`src/sv/sei_pkg.sv`:
```
// Shared constants for the sorption Euler integrator core.
package sei_pkg;

  // Default widths of the step count, the fixed-point words and their fraction
  localparam int unsigned STEP_COUNT_BITS = 16;
  localparam int unsigned WORD_BITS       = 32;
  localparam int unsigned FRAC_BITS       = 16;

  // Risk level is Q1.16, one is represented by 2^16
  localparam int unsigned RISK_FRAC_BITS = 16;
  localparam int unsigned RISK_BITS      = RISK_FRAC_BITS + 1;
  localparam logic [RISK_BITS-1:0] RISK_ONE  = RISK_BITS'(1) << RISK_FRAC_BITS;
  localparam logic [RISK_BITS-1:0] RISK_HALF = RISK_BITS'(1) << (RISK_FRAC_BITS - 1);

  // Configuration register map
  localparam int unsigned CFG_INDEX_BITS = 3;
  localparam logic [CFG_INDEX_BITS-1:0] REG_ADSORPTION_RATE     = 3'd0;
  localparam logic [CFG_INDEX_BITS-1:0] REG_DESORPTION_RATE     = 3'd1;
  localparam logic [CFG_INDEX_BITS-1:0] REG_MASS_CAPACITY       = 3'd2;
  localparam logic [CFG_INDEX_BITS-1:0] REG_TIME_STEP           = 3'd3;
  localparam logic [CFG_INDEX_BITS-1:0] REG_WATER_CONCENTRATION = 3'd4;
  localparam logic [CFG_INDEX_BITS-1:0] REG_SAFE_BOUND          = 3'd5;
  localparam logic [CFG_INDEX_BITS-1:0] REG_GOLD_BOUND          = 3'd6;
  localparam logic [CFG_INDEX_BITS-1:0] REG_HARD_BOUND          = 3'd7;

endpackage

```
`src/sv/sorption_euler_integrator_core.sv`:
```
// Sorption integrator: forward-Euler mass build-up with a banded risk score.
//
// A request (start_i high while busy_o is low) carries a step count N. The mass
// starts at zero and takes N Euler steps M += dt*(kads*C - kdes*M), clamped to
// [0, capacity] after each step; then the final mass is scored against the
// safe, gold and hard bounds. busy_o stays high for the whole request and the
// result is shown on done_o for a single cycle; it cannot be held off, so the
// receiver must take it then. All products go through one multiplier that
// builds each product from P partial products (P = 1 for WORD_BITS up to 33,
// P = 4 above). A step takes two products, a difference and the clamped
// update, and the risk ramp uses a restoring divider, which is skipped when
// the mass lies at or below safe or at or above hard. Configuration writes
// are always ready and must only be issued while busy_o is low.
module sorption_euler_integrator_core #(
  parameter int unsigned STEP_COUNT_BITS = sei_pkg::STEP_COUNT_BITS,
  parameter int unsigned WORD_BITS       = sei_pkg::WORD_BITS,
  parameter int unsigned FRAC_BITS       = sei_pkg::FRAC_BITS
) (
  input  logic                                clk_i,
  input  logic                                rst_ni,
  // configuration write channel
  input  logic                                cfg_valid_i,
  output logic                                cfg_ready_o,
  input  logic [sei_pkg::CFG_INDEX_BITS-1:0]  cfg_index_i,
  input  logic [WORD_BITS-1:0]                cfg_data_i,
  // request
  input  logic                                start_i,
  output logic                                busy_o,
  input  logic [STEP_COUNT_BITS-1:0]          step_count_i,
  // result
  output logic                                done_o,
  output logic [WORD_BITS-2:0]                final_mass_o,
  output logic [sei_pkg::RISK_BITS-1:0]       risk_level_o
);

  // Magnitude width of every operand, digit split of the shared multiplier
  localparam int unsigned W1      = WORD_BITS - 1;
  localparam int unsigned MD      = (W1 > 32) ? 2 : 1;
  localparam int unsigned DW      = (W1 + MD - 1) / MD;
  localparam int unsigned PW      = MD * DW;
  localparam int unsigned NPROD   = MD * MD;
  localparam int unsigned AW      = 2 * PW + FRAC_BITS + 1;
  localparam int unsigned RF      = sei_pkg::RISK_FRAC_BITS;
  localparam int unsigned RB      = sei_pkg::RISK_BITS;
  localparam int unsigned DCW     = $clog2(RF);
  localparam logic [1:0]     PC_LAST  = 2'(NPROD - 1);
  localparam logic [DCW-1:0] DIV_LAST = DCW'(RF - 1);
  localparam logic [W1-1:0]  WMAX     = {W1{1'b1}};

  typedef enum logic [2:0] {
    S_IDLE, S_MUL, S_MEND, S_DIFF, S_UPD, S_RISK, S_DIV
  } state_e;

  typedef enum logic [1:0] {
    OP_GAIN, OP_LOSS, OP_DELTA
  } mul_op_e;

  // configuration registers (rates already clamped at zero)
  logic [W1-1:0] ka_q, kd_q, cap_q, dt_q, conc_q, safe_q, gold_q, hard_q;

  // sequencer and datapath registers
  state_e                 state_q;
  mul_op_e                op_q;
  logic [1:0]             pc_q;
  logic [W1-1:0]          mul_a_q, mul_b_q;
  logic [AW-1:0]          acc_q;
  logic [STEP_COUNT_BITS-1:0] cnt_q;
  logic [W1-1:0]          m_q, gain_q, loss_q, delta_q;
  logic                   up_q;
  logic [W1-1:0]          rem_q, den_q;
  logic [RF-1:0]          quo_q;
  logic [DCW-1:0]         div_cnt_q;
  logic                   upper_q;
  logic                   done_q;
  logic [W1-1:0]          mass_out_q;
  logic [RB-1:0]          risk_out_q;

  // multiplier datapath signals
  logic                   ia, ib;
  logic [PW-1:0]          a_pad, b_pad;
  logic [DW-1:0]          a_dig, b_dig;
  logic [2*DW-1:0]        pp;
  logic [AW-1:0]          pp_sh;
  logic                   mul_ovf, mul_frac_nz;
  logic [W1-1:0]          mul_floor, mul_sat_dn, mul_sat_up;

  // step and scoring signals
  logic [W1:0]            gl_diff, lg_diff, up_sum, dn_diff;
  logic [W1-1:0]          m_next;
  logic [W1:0]            trial, trial_sub;
  logic                   trial_ge;
  logic [RF-1:0]          quo_next;

  assign cfg_ready_o = 1'b1;

  // select digits and place the partial product
  always_comb begin
    ia    = (MD == 2) ? pc_q[0] : 1'b0;
    ib    = (MD == 2) ? pc_q[1] : 1'b0;
    a_pad = PW'(mul_a_q);
    b_pad = PW'(mul_b_q);
    a_dig = ia ? a_pad[PW-1 -: DW] : a_pad[DW-1:0];
    b_dig = ib ? b_pad[PW-1 -: DW] : b_pad[DW-1:0];
    pp    = (2*DW)'(a_dig) * (2*DW)'(b_dig);
    pp_sh = (AW'(pp) << (ia ? DW : 0)) << (ib ? DW : 0);
  end

  // scale the finished product down by the fraction bits and saturate
  always_comb begin
    mul_ovf     = |acc_q[AW-1:W1+FRAC_BITS];
    mul_floor   = acc_q[W1+FRAC_BITS-1:FRAC_BITS];
    mul_frac_nz = |acc_q[FRAC_BITS-1:0];
    mul_sat_dn  = mul_ovf ? WMAX : mul_floor;
    if (mul_ovf || (mul_frac_nz && (mul_floor == WMAX))) begin
      mul_sat_up = WMAX;
    end else if (mul_frac_nz) begin
      mul_sat_up = mul_floor + W1'(1);
    end else begin
      mul_sat_up = mul_floor;
    end
  end

  // drift sign and magnitude, clamped mass update
  always_comb begin
    gl_diff = {1'b0, gain_q} - {1'b0, loss_q};
    lg_diff = {1'b0, loss_q} - {1'b0, gain_q};
    up_sum  = {1'b0, m_q} + {1'b0, delta_q};
    dn_diff = {1'b0, m_q} - {1'b0, delta_q};
    if (up_q) begin
      m_next = (up_sum > {1'b0, cap_q}) ? cap_q : up_sum[W1-1:0];
    end else begin
      m_next = dn_diff[W1] ? '0 : dn_diff[W1-1:0];
    end
  end

  // one restoring division bit
  always_comb begin
    trial     = (div_cnt_q == '0) ? {1'b0, rem_q} : {rem_q, 1'b0};
    trial_ge  = trial >= {1'b0, den_q};
    trial_sub = trial - {1'b0, den_q};
    quo_next  = {quo_q[RF-2:0], trial_ge};
  end

  // configuration writes
  always_ff @(posedge clk_i or negedge rst_ni) begin
    if (!rst_ni) begin
      ka_q   <= '0;
      kd_q   <= '0;
      cap_q  <= '0;
      dt_q   <= '0;
      conc_q <= '0;
      safe_q <= '0;
      gold_q <= '0;
      hard_q <= '0;
    end else if (cfg_valid_i && cfg_ready_o) begin
      unique case (cfg_index_i)
        sei_pkg::REG_ADSORPTION_RATE:
          ka_q <= cfg_data_i[WORD_BITS-1] ? '0 : cfg_data_i[W1-1:0];
        sei_pkg::REG_DESORPTION_RATE:
          kd_q <= cfg_data_i[WORD_BITS-1] ? '0 : cfg_data_i[W1-1:0];
        sei_pkg::REG_MASS_CAPACITY:       cap_q  <= cfg_data_i[W1-1:0];
        sei_pkg::REG_TIME_STEP:           dt_q   <= cfg_data_i[W1-1:0];
        sei_pkg::REG_WATER_CONCENTRATION: conc_q <= cfg_data_i[W1-1:0];
        sei_pkg::REG_SAFE_BOUND:          safe_q <= cfg_data_i[W1-1:0];
        sei_pkg::REG_GOLD_BOUND:          gold_q <= cfg_data_i[W1-1:0];
        sei_pkg::REG_HARD_BOUND:          hard_q <= cfg_data_i[W1-1:0];
        default: ;
      endcase
    end
  end

  // sequencer with its datapath and the registered result
  always_ff @(posedge clk_i or negedge rst_ni) begin
    if (!rst_ni) begin
      state_q    <= S_IDLE;
      op_q       <= OP_GAIN;
      pc_q       <= '0;
      done_q     <= 1'b0;
      cnt_q      <= '0;
      div_cnt_q  <= '0;
      up_q       <= 1'b0;
      upper_q    <= 1'b0;
      m_q        <= '0;
      mul_a_q    <= '0;
      mul_b_q    <= '0;
      acc_q      <= '0;
      gain_q     <= '0;
      loss_q     <= '0;
      delta_q    <= '0;
      rem_q      <= '0;
      den_q      <= '0;
      quo_q      <= '0;
      mass_out_q <= '0;
      risk_out_q <= '0;
    end else begin
      done_q <= 1'b0;
      unique case (state_q)
        // take a request, start with the constant gain kads*C
        S_IDLE: begin
          if (start_i) begin
            cnt_q   <= step_count_i;
            m_q     <= '0;
            mul_a_q <= ka_q;
            mul_b_q <= conc_q;
            op_q    <= OP_GAIN;
            pc_q    <= '0;
            state_q <= S_MUL;
          end
        end
        // accumulate one partial product per cycle
        S_MUL: begin
          acc_q <= (pc_q == '0) ? pp_sh : acc_q + pp_sh;
          if (pc_q == PC_LAST) begin
            state_q <= S_MEND;
          end else begin
            pc_q <= pc_q + 2'd1;
          end
        end
        // dispatch the scaled product
        S_MEND: begin
          pc_q <= '0;
          unique case (op_q)
            OP_GAIN: begin
              gain_q <= mul_sat_dn;
              if (cnt_q == '0) begin
                state_q <= S_RISK;
              end else begin
                mul_a_q <= kd_q;
                mul_b_q <= m_q;
                op_q    <= OP_LOSS;
                state_q <= S_MUL;
              end
            end
            OP_LOSS: begin
              loss_q  <= mul_sat_dn;
              state_q <= S_DIFF;
            end
            default: begin
              delta_q <= up_q ? mul_sat_dn : mul_sat_up;
              state_q <= S_UPD;
            end
          endcase
        end
        // net drift, then scale by the time step
        S_DIFF: begin
          up_q    <= !gl_diff[W1];
          mul_a_q <= dt_q;
          mul_b_q <= gl_diff[W1] ? lg_diff[W1-1:0] : gl_diff[W1-1:0];
          op_q    <= OP_DELTA;
          state_q <= S_MUL;
        end
        // advance the mass and loop
        S_UPD: begin
          m_q <= m_next;
          if (cnt_q == STEP_COUNT_BITS'(1)) begin
            state_q <= S_RISK;
          end else begin
            cnt_q   <= cnt_q - STEP_COUNT_BITS'(1);
            mul_a_q <= kd_q;
            mul_b_q <= m_next;
            op_q    <= OP_LOSS;
            state_q <= S_MUL;
          end
        end
        // pick the risk band
        S_RISK: begin
          mass_out_q <= m_q;
          div_cnt_q  <= '0;
          quo_q      <= '0;
          if (m_q <= safe_q) begin
            risk_out_q <= '0;
            done_q     <= 1'b1;
            state_q    <= S_IDLE;
          end else if (m_q >= hard_q) begin
            risk_out_q <= sei_pkg::RISK_ONE;
            done_q     <= 1'b1;
            state_q    <= S_IDLE;
          end else if (m_q <= gold_q) begin
            rem_q   <= m_q - safe_q;
            den_q   <= gold_q - safe_q;
            upper_q <= 1'b0;
            state_q <= S_DIV;
          end else begin
            rem_q   <= m_q - gold_q;
            den_q   <= hard_q - gold_q;
            upper_q <= 1'b1;
            state_q <= S_DIV;
          end
        end
        // one quotient bit per cycle, then finish the ramp
        S_DIV: begin
          rem_q     <= trial_ge ? trial_sub[W1-1:0] : trial[W1-1:0];
          quo_q     <= quo_next;
          div_cnt_q <= div_cnt_q + DCW'(1);
          if (div_cnt_q == DIV_LAST) begin
            risk_out_q <= RB'(quo_next) + (upper_q ? sei_pkg::RISK_HALF : '0);
            done_q     <= 1'b1;
            state_q    <= S_IDLE;
          end
        end
        default: state_q <= S_IDLE;
      endcase
    end
  end

  assign busy_o       = (state_q != S_IDLE);
  assign done_o       = done_q;
  assign final_mass_o = mass_out_q;
  assign risk_level_o = risk_out_q;

  // a taken request keeps the block busy until its result is shown
  a_start_busy: assert property (@(posedge clk_i) disable iff (!rst_ni)
    start_i && !busy_o |=> busy_o)
    else $error("request taken but block not busy");

  // the result appears only once the sequencer is back at rest
  a_done_idle: assert property (@(posedge clk_i) disable iff (!rst_ni)
    done_o |-> !busy_o && $past(busy_o))
    else $error("result strobe outside the end of a request");

  // the reported mass never exceeds the capacity
  a_mass_cap: assert property (@(posedge clk_i) disable iff (!rst_ni)
    done_o |-> final_mass_o <= cap_q)
    else $error("final mass above capacity");

  // the running mass stays clamped during integration
  a_run_cap: assert property (@(posedge clk_i) disable iff (!rst_ni)
    busy_o |-> m_q <= cap_q)
    else $error("running mass above capacity");

  // the risk level never exceeds one
  a_risk_max: assert property (@(posedge clk_i) disable iff (!rst_ni)
    done_o |-> risk_level_o <= sei_pkg::RISK_ONE)
    else $error("risk level above one");

endmodule

```
`config.mk`:
```
export PLATFORM = sky130hd
export DESIGN_NAME = sorption_euler_integrator_core
export DESIGN_NICKNAME = d
export VERILOG_FILES = /design/src/sv/sei_pkg.sv /design/src/sv/sorption_euler_integrator_core.sv
export SDC_FILE = /design/constraint.sdc
export NUM_CORES = 2
export LEC_CHECK = 0
export BUFFER_PORTS_ARGS = -buffer_cell sky130_fd_sc_hd__buf_2
export CAP_MARGIN = 30
export CORE_MARGIN = 2
export CORE_UTILIZATION = 55
export DETAILED_ROUTE_END_ITERATION = 10
export PLACE_DENSITY = 0.71
export SLEW_MARGIN = 0
export SYNTH_ARGS = -nofsm -noshare
export SYNTH_HDL_FRONTEND = slang
export SYNTH_SLANG_ARGS = --single-unit
export TNS_END_PERCENT = 1
```
`constraint.sdc`:
```
create_clock -name clk_i -period 16.1 [get_ports clk_i]
set_clock_uncertainty 0.1 [all_clocks]
set_input_delay 0.805 -clock clk_i [delete_from_list [all_inputs] [get_ports clk_i]]
set_output_delay 0.805 -clock clk_i [all_outputs]
set_load 0.02 [all_outputs]
```
## Yosys cells after proc, flatten, opt, wreduce, memory -nomap -nowiden

Index checks and enable logic that the tools add are counted.

- Flip-flop bits (word level): 668
- Input port bits: 55
- Word-level logic and storage cells: 175

- $add $sub $neg: 15
- $mul: 1
- Magnitude comparators: 5
- Equality and inequality tests: 27
- Muxes and demuxes: 60
- Bitwise operators: 3
- Reductions and logical operators: 36

Operators by type and width:

| cell | count |
|---|---|
| 2-to-1 mux 31 bit | 23 |
| one-hot mux 31 bit (4 select lines) | 2 |
| subtractor 31 bit | 6 |
| one-hot mux 31 bit (2 select lines) | 2 |
| adder 79 x 62 -> 79 bit | 1 |
| 2-to-1 mux 79 bit | 1 |
| subtractor 31 x 31 -> 32 bit | 2 |
| less-or-equal comparator 31 bit | 2 |
| multiplier 31 x 31 -> 62 bit | 1 |
| 2-to-1 mux 17 bit | 3 |
| 2-to-1 mux 16 bit | 3 |
| one-hot mux 17 bit (2 select lines) | 1 |
| adder 31 x 31 -> 32 bit | 1 |
| greater-or-equal comparator 32 x 31 -> 1 bit | 1 |
| greater-than comparator 32 x 31 -> 1 bit | 1 |
| 2-to-1 mux 32 bit | 1 |
| one-hot mux 16 bit (2 select lines) | 1 |
| OR reduction 32 bit | 1 |
| adder 31 x 1 -> 31 bit (second input constant) | 1 |
| equality test 31 bit (second input constant) | 1 |
| greater-or-equal comparator 31 bit | 1 |
| one-hot mux 15 bit (2 select lines) | 1 |
| AND reduction 2 bit | 12 |
| equality test 3 bit (second input constant) | 7 |
| other kinds (35) | 71 |

## Logic depth before layout (Yosys ltp)

- Depth after elaboration: 6
- Depth in mapped cells: 40
- Mapped depth without buffers: 38

## Worst setup path before layout

Ideal clock, no wire load.

- Path type: flip-flop to flip-flop
- Start point: register mul_b_q[4] (netlist: b_dig[4])
- End point: register acc_q[76]
- Setup time: 0.132 ns
- Arrival: 9.055 ns
- Required time: 15.868 ns
- Setup slack: 6.813 ns
- Stages on the path, launching flop included: 38
- Path buffers: 1
- Cell sequence: dfrtp_1 > clkbuf_1 > and2_1 > fa_1 > fa_1 > fa_1 > inv_1 > fa_1 > inv_1 > fa_1 > inv_1 > fa_1 > inv_1 > fa_1 > fa_1 > ha_1 > nor2_1 > nor3b_1 > [... 2 more ...] > a21boi_2 > o21bai_1 > a21oi_1 > a21boi_0 > or3_1 > and2_1 > ha_1 > nand4_1 > nor3_1 > nand3_1 > nor3_1 > o211ai_1 > a21oi_1 > nand3_1 > a31oi_1 > or4b_1 > xor2_1 > nor2_1

- Cells in the longest elaborated chain, start to end: 3

Ends and longest elaborated chain:

| what | RTL line | source |
|---|---|---|
| from (decl) | sorption_euler_integrator_core.sv:65 | `logic [W1-1:0] mul_a_q, mul_b_q;` |
| from (signal assigned) | sorption_euler_integrator_core.sv:204 | `mul_b_q <= conc_q;` |
| from (signal assigned) | sorption_euler_integrator_core.sv:229 | `mul_b_q <= m_q;` |
| from (signal assigned) | sorption_euler_integrator_core.sv:248 | `mul_b_q <= gl_diff[W1] ? lg_diff[W1-1:0] : gl_diff[W1-1:0];` |
| multiplier 31 x 31 -> 62 bit | sorption_euler_integrator_core.sv:104 | `pp = (2*DW)'(a_dig) * (2*DW)'(b_dig);` |
| adder 79 x 62 -> 79 bit | sorption_euler_integrator_core.sv:212 | `acc_q <= (pc_q == '0) ? pp_sh : acc_q + pp_sh;` |
| 2-to-1 mux 79 bit | sorption_euler_integrator_core.sv:212 |  |
| to (signal assigned) | sorption_euler_integrator_core.sv:212 |  |
| to (decl) | sorption_euler_integrator_core.sv:66 | `logic [AW-1:0] acc_q;` |

No other way between the ends.
A chain may end at the register's enable or synchronous reset.

## Worst setup path after layout

- Start point: register mul_a_q[8] (netlist: a_dig[8])
- End point: register acc_q[76]

- Cells in the longest elaborated chain, start to end: 3

Ends and longest elaborated chain:

| what | RTL line | source |
|---|---|---|
| from (decl) | sorption_euler_integrator_core.sv:65 |  |
| from (signal assigned) | sorption_euler_integrator_core.sv:203 | `mul_a_q <= ka_q;` |
| from (signal assigned) | sorption_euler_integrator_core.sv:228 | `mul_a_q <= kd_q;` |
| from (signal assigned) | sorption_euler_integrator_core.sv:247 | `mul_a_q <= dt_q;` |
| multiplier 31 x 31 -> 62 bit | sorption_euler_integrator_core.sv:104 |  |
| adder 79 x 62 -> 79 bit | sorption_euler_integrator_core.sv:212 |  |
| 2-to-1 mux 79 bit | sorption_euler_integrator_core.sv:212 |  |

No other way between the ends.

==> metrics.md <==
| Metric | Value |
|---|---|
| Status | `finished with violations` |
| Failing checks | `negative hold slack` |
| Achievable Freq | `86.8 MHz` |
| Vias per cell | `6.24` |
| Post-Syn Instances | `9409` |
| Final hold violations | `3` |
| Pin count of the biggest net entering global routing | `102` |
| CTS tree | `yes` |
| GRT Total Usage | `37.9%` |
| Syn-to-layout area delta | `6.09%` |
| Post-layout minimum cycle time | `11.53 ns` |
| Most common library cells after synthesis | `nand2_1 (1144), inv_1 (1117), fa_1 (847), ha_1 (671), dfrtp_1 (668)` |
| Syn Area/Cell | `8.64 µm²` |
| First-pass GRT wire length | `434000 µm` |
| CTS Root Cell | `clkbuf_16` |
| Core Region | `147000 µm²` |
| Initial DRT Pass Iterations | `6` |
| Initial Utilization | `55.2%` |
| Num CTS Buffers | `83` |
| Worst setup SP type | `flop` |
| Share of the synthesized area in the top cell type | `20.9%` |
| DIE WIDTH | `388 µm` |
| Ratio of cells with drive above 1 in the final layout | `7.49%` |
| FP Rows | `141` |
| DRT iter0 DRCs | `6774` |
| Slew Limit Fails | `0` |
| RSZ-0062 raised after global routing | `no` |
| Yosys reg bits | `668` |
| Sequential share of the synthesized area | `20.6%` |
| Critical Path End Type | `flop` |
| Avg WL per Cell | `25.5 µm` |
| Number of antenna violations at the first check in global routing | `36` |
| Clk buf depth | `3` |
| Max Cap Viol | `0` |
| Grt ovf | `0` |
| Async set-reset flop share out of synthesis | `100%` |
| Post-Syn Area | `81300 µm²` |
| Max H-tree Level | `3` |
| ANT nets after route | `0` |
| Leading cell types by total area after synthesis | `fa_1 (21%), dfrtp_1 (21%), ha_1 (10%)` |
| Hold buffer count at CTS | `0` |
| Crit-path max FO | `20` |
| Port Buf Inserts | `104` |
| Yosys warning count | `0` |
| Slew @ Worst Pin | `1.17 ns` |
| Routability cong. | `1.01` |
| Via count | `70100` |
| Total Neg Setup Slack | `0 ns` |
| Worst min-delay path category | `in -> async` |
| Die height | `388 µm` |
| Synth area leader | `fa_1` |
| Insertion delay to the later sink of the worst-skew pair | `0.75 ns` |
| Die area | `151000 µm²` |
| HPWL Detailed | `219000 µm` |
| Cell repeated most along the worst path | `fa_1` |
| Arrival time worst endpoint | `12.04 ns` |
| Worst-path clk slew | `0.06 ns` |
| Post-synth EDFFs | `0` |
| Vias in the first global route | `69800` |
| CP max stage delay | `0.88 ns` |
| Final setup vio count | `0` |
| DRC viols | `0` |
| Rel. slew slack | `21.0%` |
| Tcrit/Tclk final | `71.6%` |
| CP required | `16.61 ns` |
| I/O pin cnt | `106` |
| Routed WL | `286000 µm` |
| Count of cell types in the netlist | `120` |
| Hold slack | `-0.0247 ns` |
| Most common cell in the netlist | `nand2_1` |
| Synth Net Count | `11000` |
| Buffers inserted by post-CTS timing repair | `0` |
| Slowest cell on crit path | `dfrtp_1` |
| Critical setup path kind | `reg -> reg` |
| Most used flip-flop cell after synthesis | `dfrtp_1` |
| Nets | `10800` |
| Resized Gates After CTS | `0` |
| Clk sinks | `668` |
## cells by family (layout without fill, tap and decap cells)
| kind of cell | after synthesis | in the layout | share of synthesized area, % |
|---|---|---|---|
| compound gates | 2098 | 2098 | 16.5 |
| xor+xnor | 315 | 315 | 3.39 |
| fa+ha+maj | 1518 | 1518 | 31.2 |
| buf+inv | 1630 | 1518 | 7.75 |
| flops | 668 | 668 | 20.6 |
| mux | 268 | 268 | 3.62 |
| other cells | 1 | 12 | 0.00461 |
| simple gates | 2911 | 2911 | 17.0 |
## worst paths after layout
kind / from / endpoint / slack, ns / cells past startpoint
setup / recovery: a_dig[8]$_DFFE_PN0P_ / acc_q[76]$_DFFE_PN0P_ / 4.57 / 34
hold / removal: rst_ni / kd_q[20]$_DFFE_PN0P_ / -0.02 / 1
setup reg to reg: a_dig[8]$_DFFE_PN0P_ / acc_q[76]$_DFFE_PN0P_ / 4.57 / 34
hold reg to reg: quo_q[3]$_DFFE_PN0P_ / quo_q[3]$_DFFE_PN0P_ / 0.37 / 2
max in group asynchronous: rst_ni / acc_q[51]$_DFFE_PN0P_ / 12.19 / 5
min in group clk_i: step_count_i[0] / cnt_q[0]$_DFFE_PN0P_ / 0.18 / 3
## worst max-delay path, delay by kind of cell, from the launching register on
family                   cells  cell delay (ns)
AND/OR/NAND/NOR             12             2.77
buffers and inverters        3             0.50
adder cells (fa/ha/maj)     10             4.63
flip-flops                   1             0.88
XOR/XNOR                     2             0.62
AO/OA/AOI/OAI                7             1.89
## per-stage QoR
step / instance area, µm² / util (%) / setup slack (ns) / instances / hold WS, ns
floorplan: 81300 / - / 6.81 / 9409 / 0.346
global placement: 83300 / 56.6 / 4.93 / 11100 / 0.357
detailed placement: 83400 / 56.6 / 4.72 / 11100 / 0.359
global route: 86200 / 58.5 / 4.07 / 11200 / 0.0607
CTS: 86200 / 58.5 / 4.76 / 11200 / 0.0253
finish: 86300 / 58.6 / 4.57 / 11200 / -0.0247
## layer usage
layer / up-vias / wire, µm / GRT usage (%)
met5: - / 193 / 0
met4: 24 / 15300 / 17.7
met3: 724 / 29600 / 10.0
met2: 3198 / 122000 / 56.3
met1: 35200 / 119000 / 51.8
li1: 31000 / - / -
## cell usage in the layout (no fill, tap or decap), drive strengths merged, types with 51 or more instances in the layout
cell type / count
and2: 497
dfrtp: 668
nor3: 142
a211oi: 95
a21oi: 565
o21bai: 66
xnor2: 193
xor2: 122
inv: 1123
nor2: 555
o21ai: 581
nand4: 85
a31oi: 61
nor2b: 52
fa: 847
ha: 671
buf: 247
nand2: 1147
and3: 56
nand3: 116
mux2: 200
a2111oi: 51
or3: 68
a21o: 269
nand2b: 96
clkbuf: 115
o21a: 57
mux2i: 68
## final cells by class
type	count	area, µm²
fill	13100	61000
multi-input combinational	7111	58400
sequential	668	16700
inverter	1120	4200
tap	1930	2410
clock buffer	115	2340
timing repair buffer	248	1630
clock inverter	35	484
antenna	11	27.5
## registers in the layout, indices dropped and copies added (netlist names), 15 cells and up
register / flops
acc_q: 79
a_dig: 31
b_dig: 31
cap_q: 31
conc_q: 31
delta_q: 31
den_q: 31
dt_q: 31
final_mass_o: 31
gain_q: 31
gold_q: 31
hard_q: 31
ka_q: 31
kd_q: 31
loss_q: 31
m_q: 31
rem_q: 31
safe_q: 31
risk_level_o: 17
cnt_q: 16
quo_q: 15
Power is not shown: default switching activity piles up to over one toggle a cycle in this logic, so the estimate is an artifact.
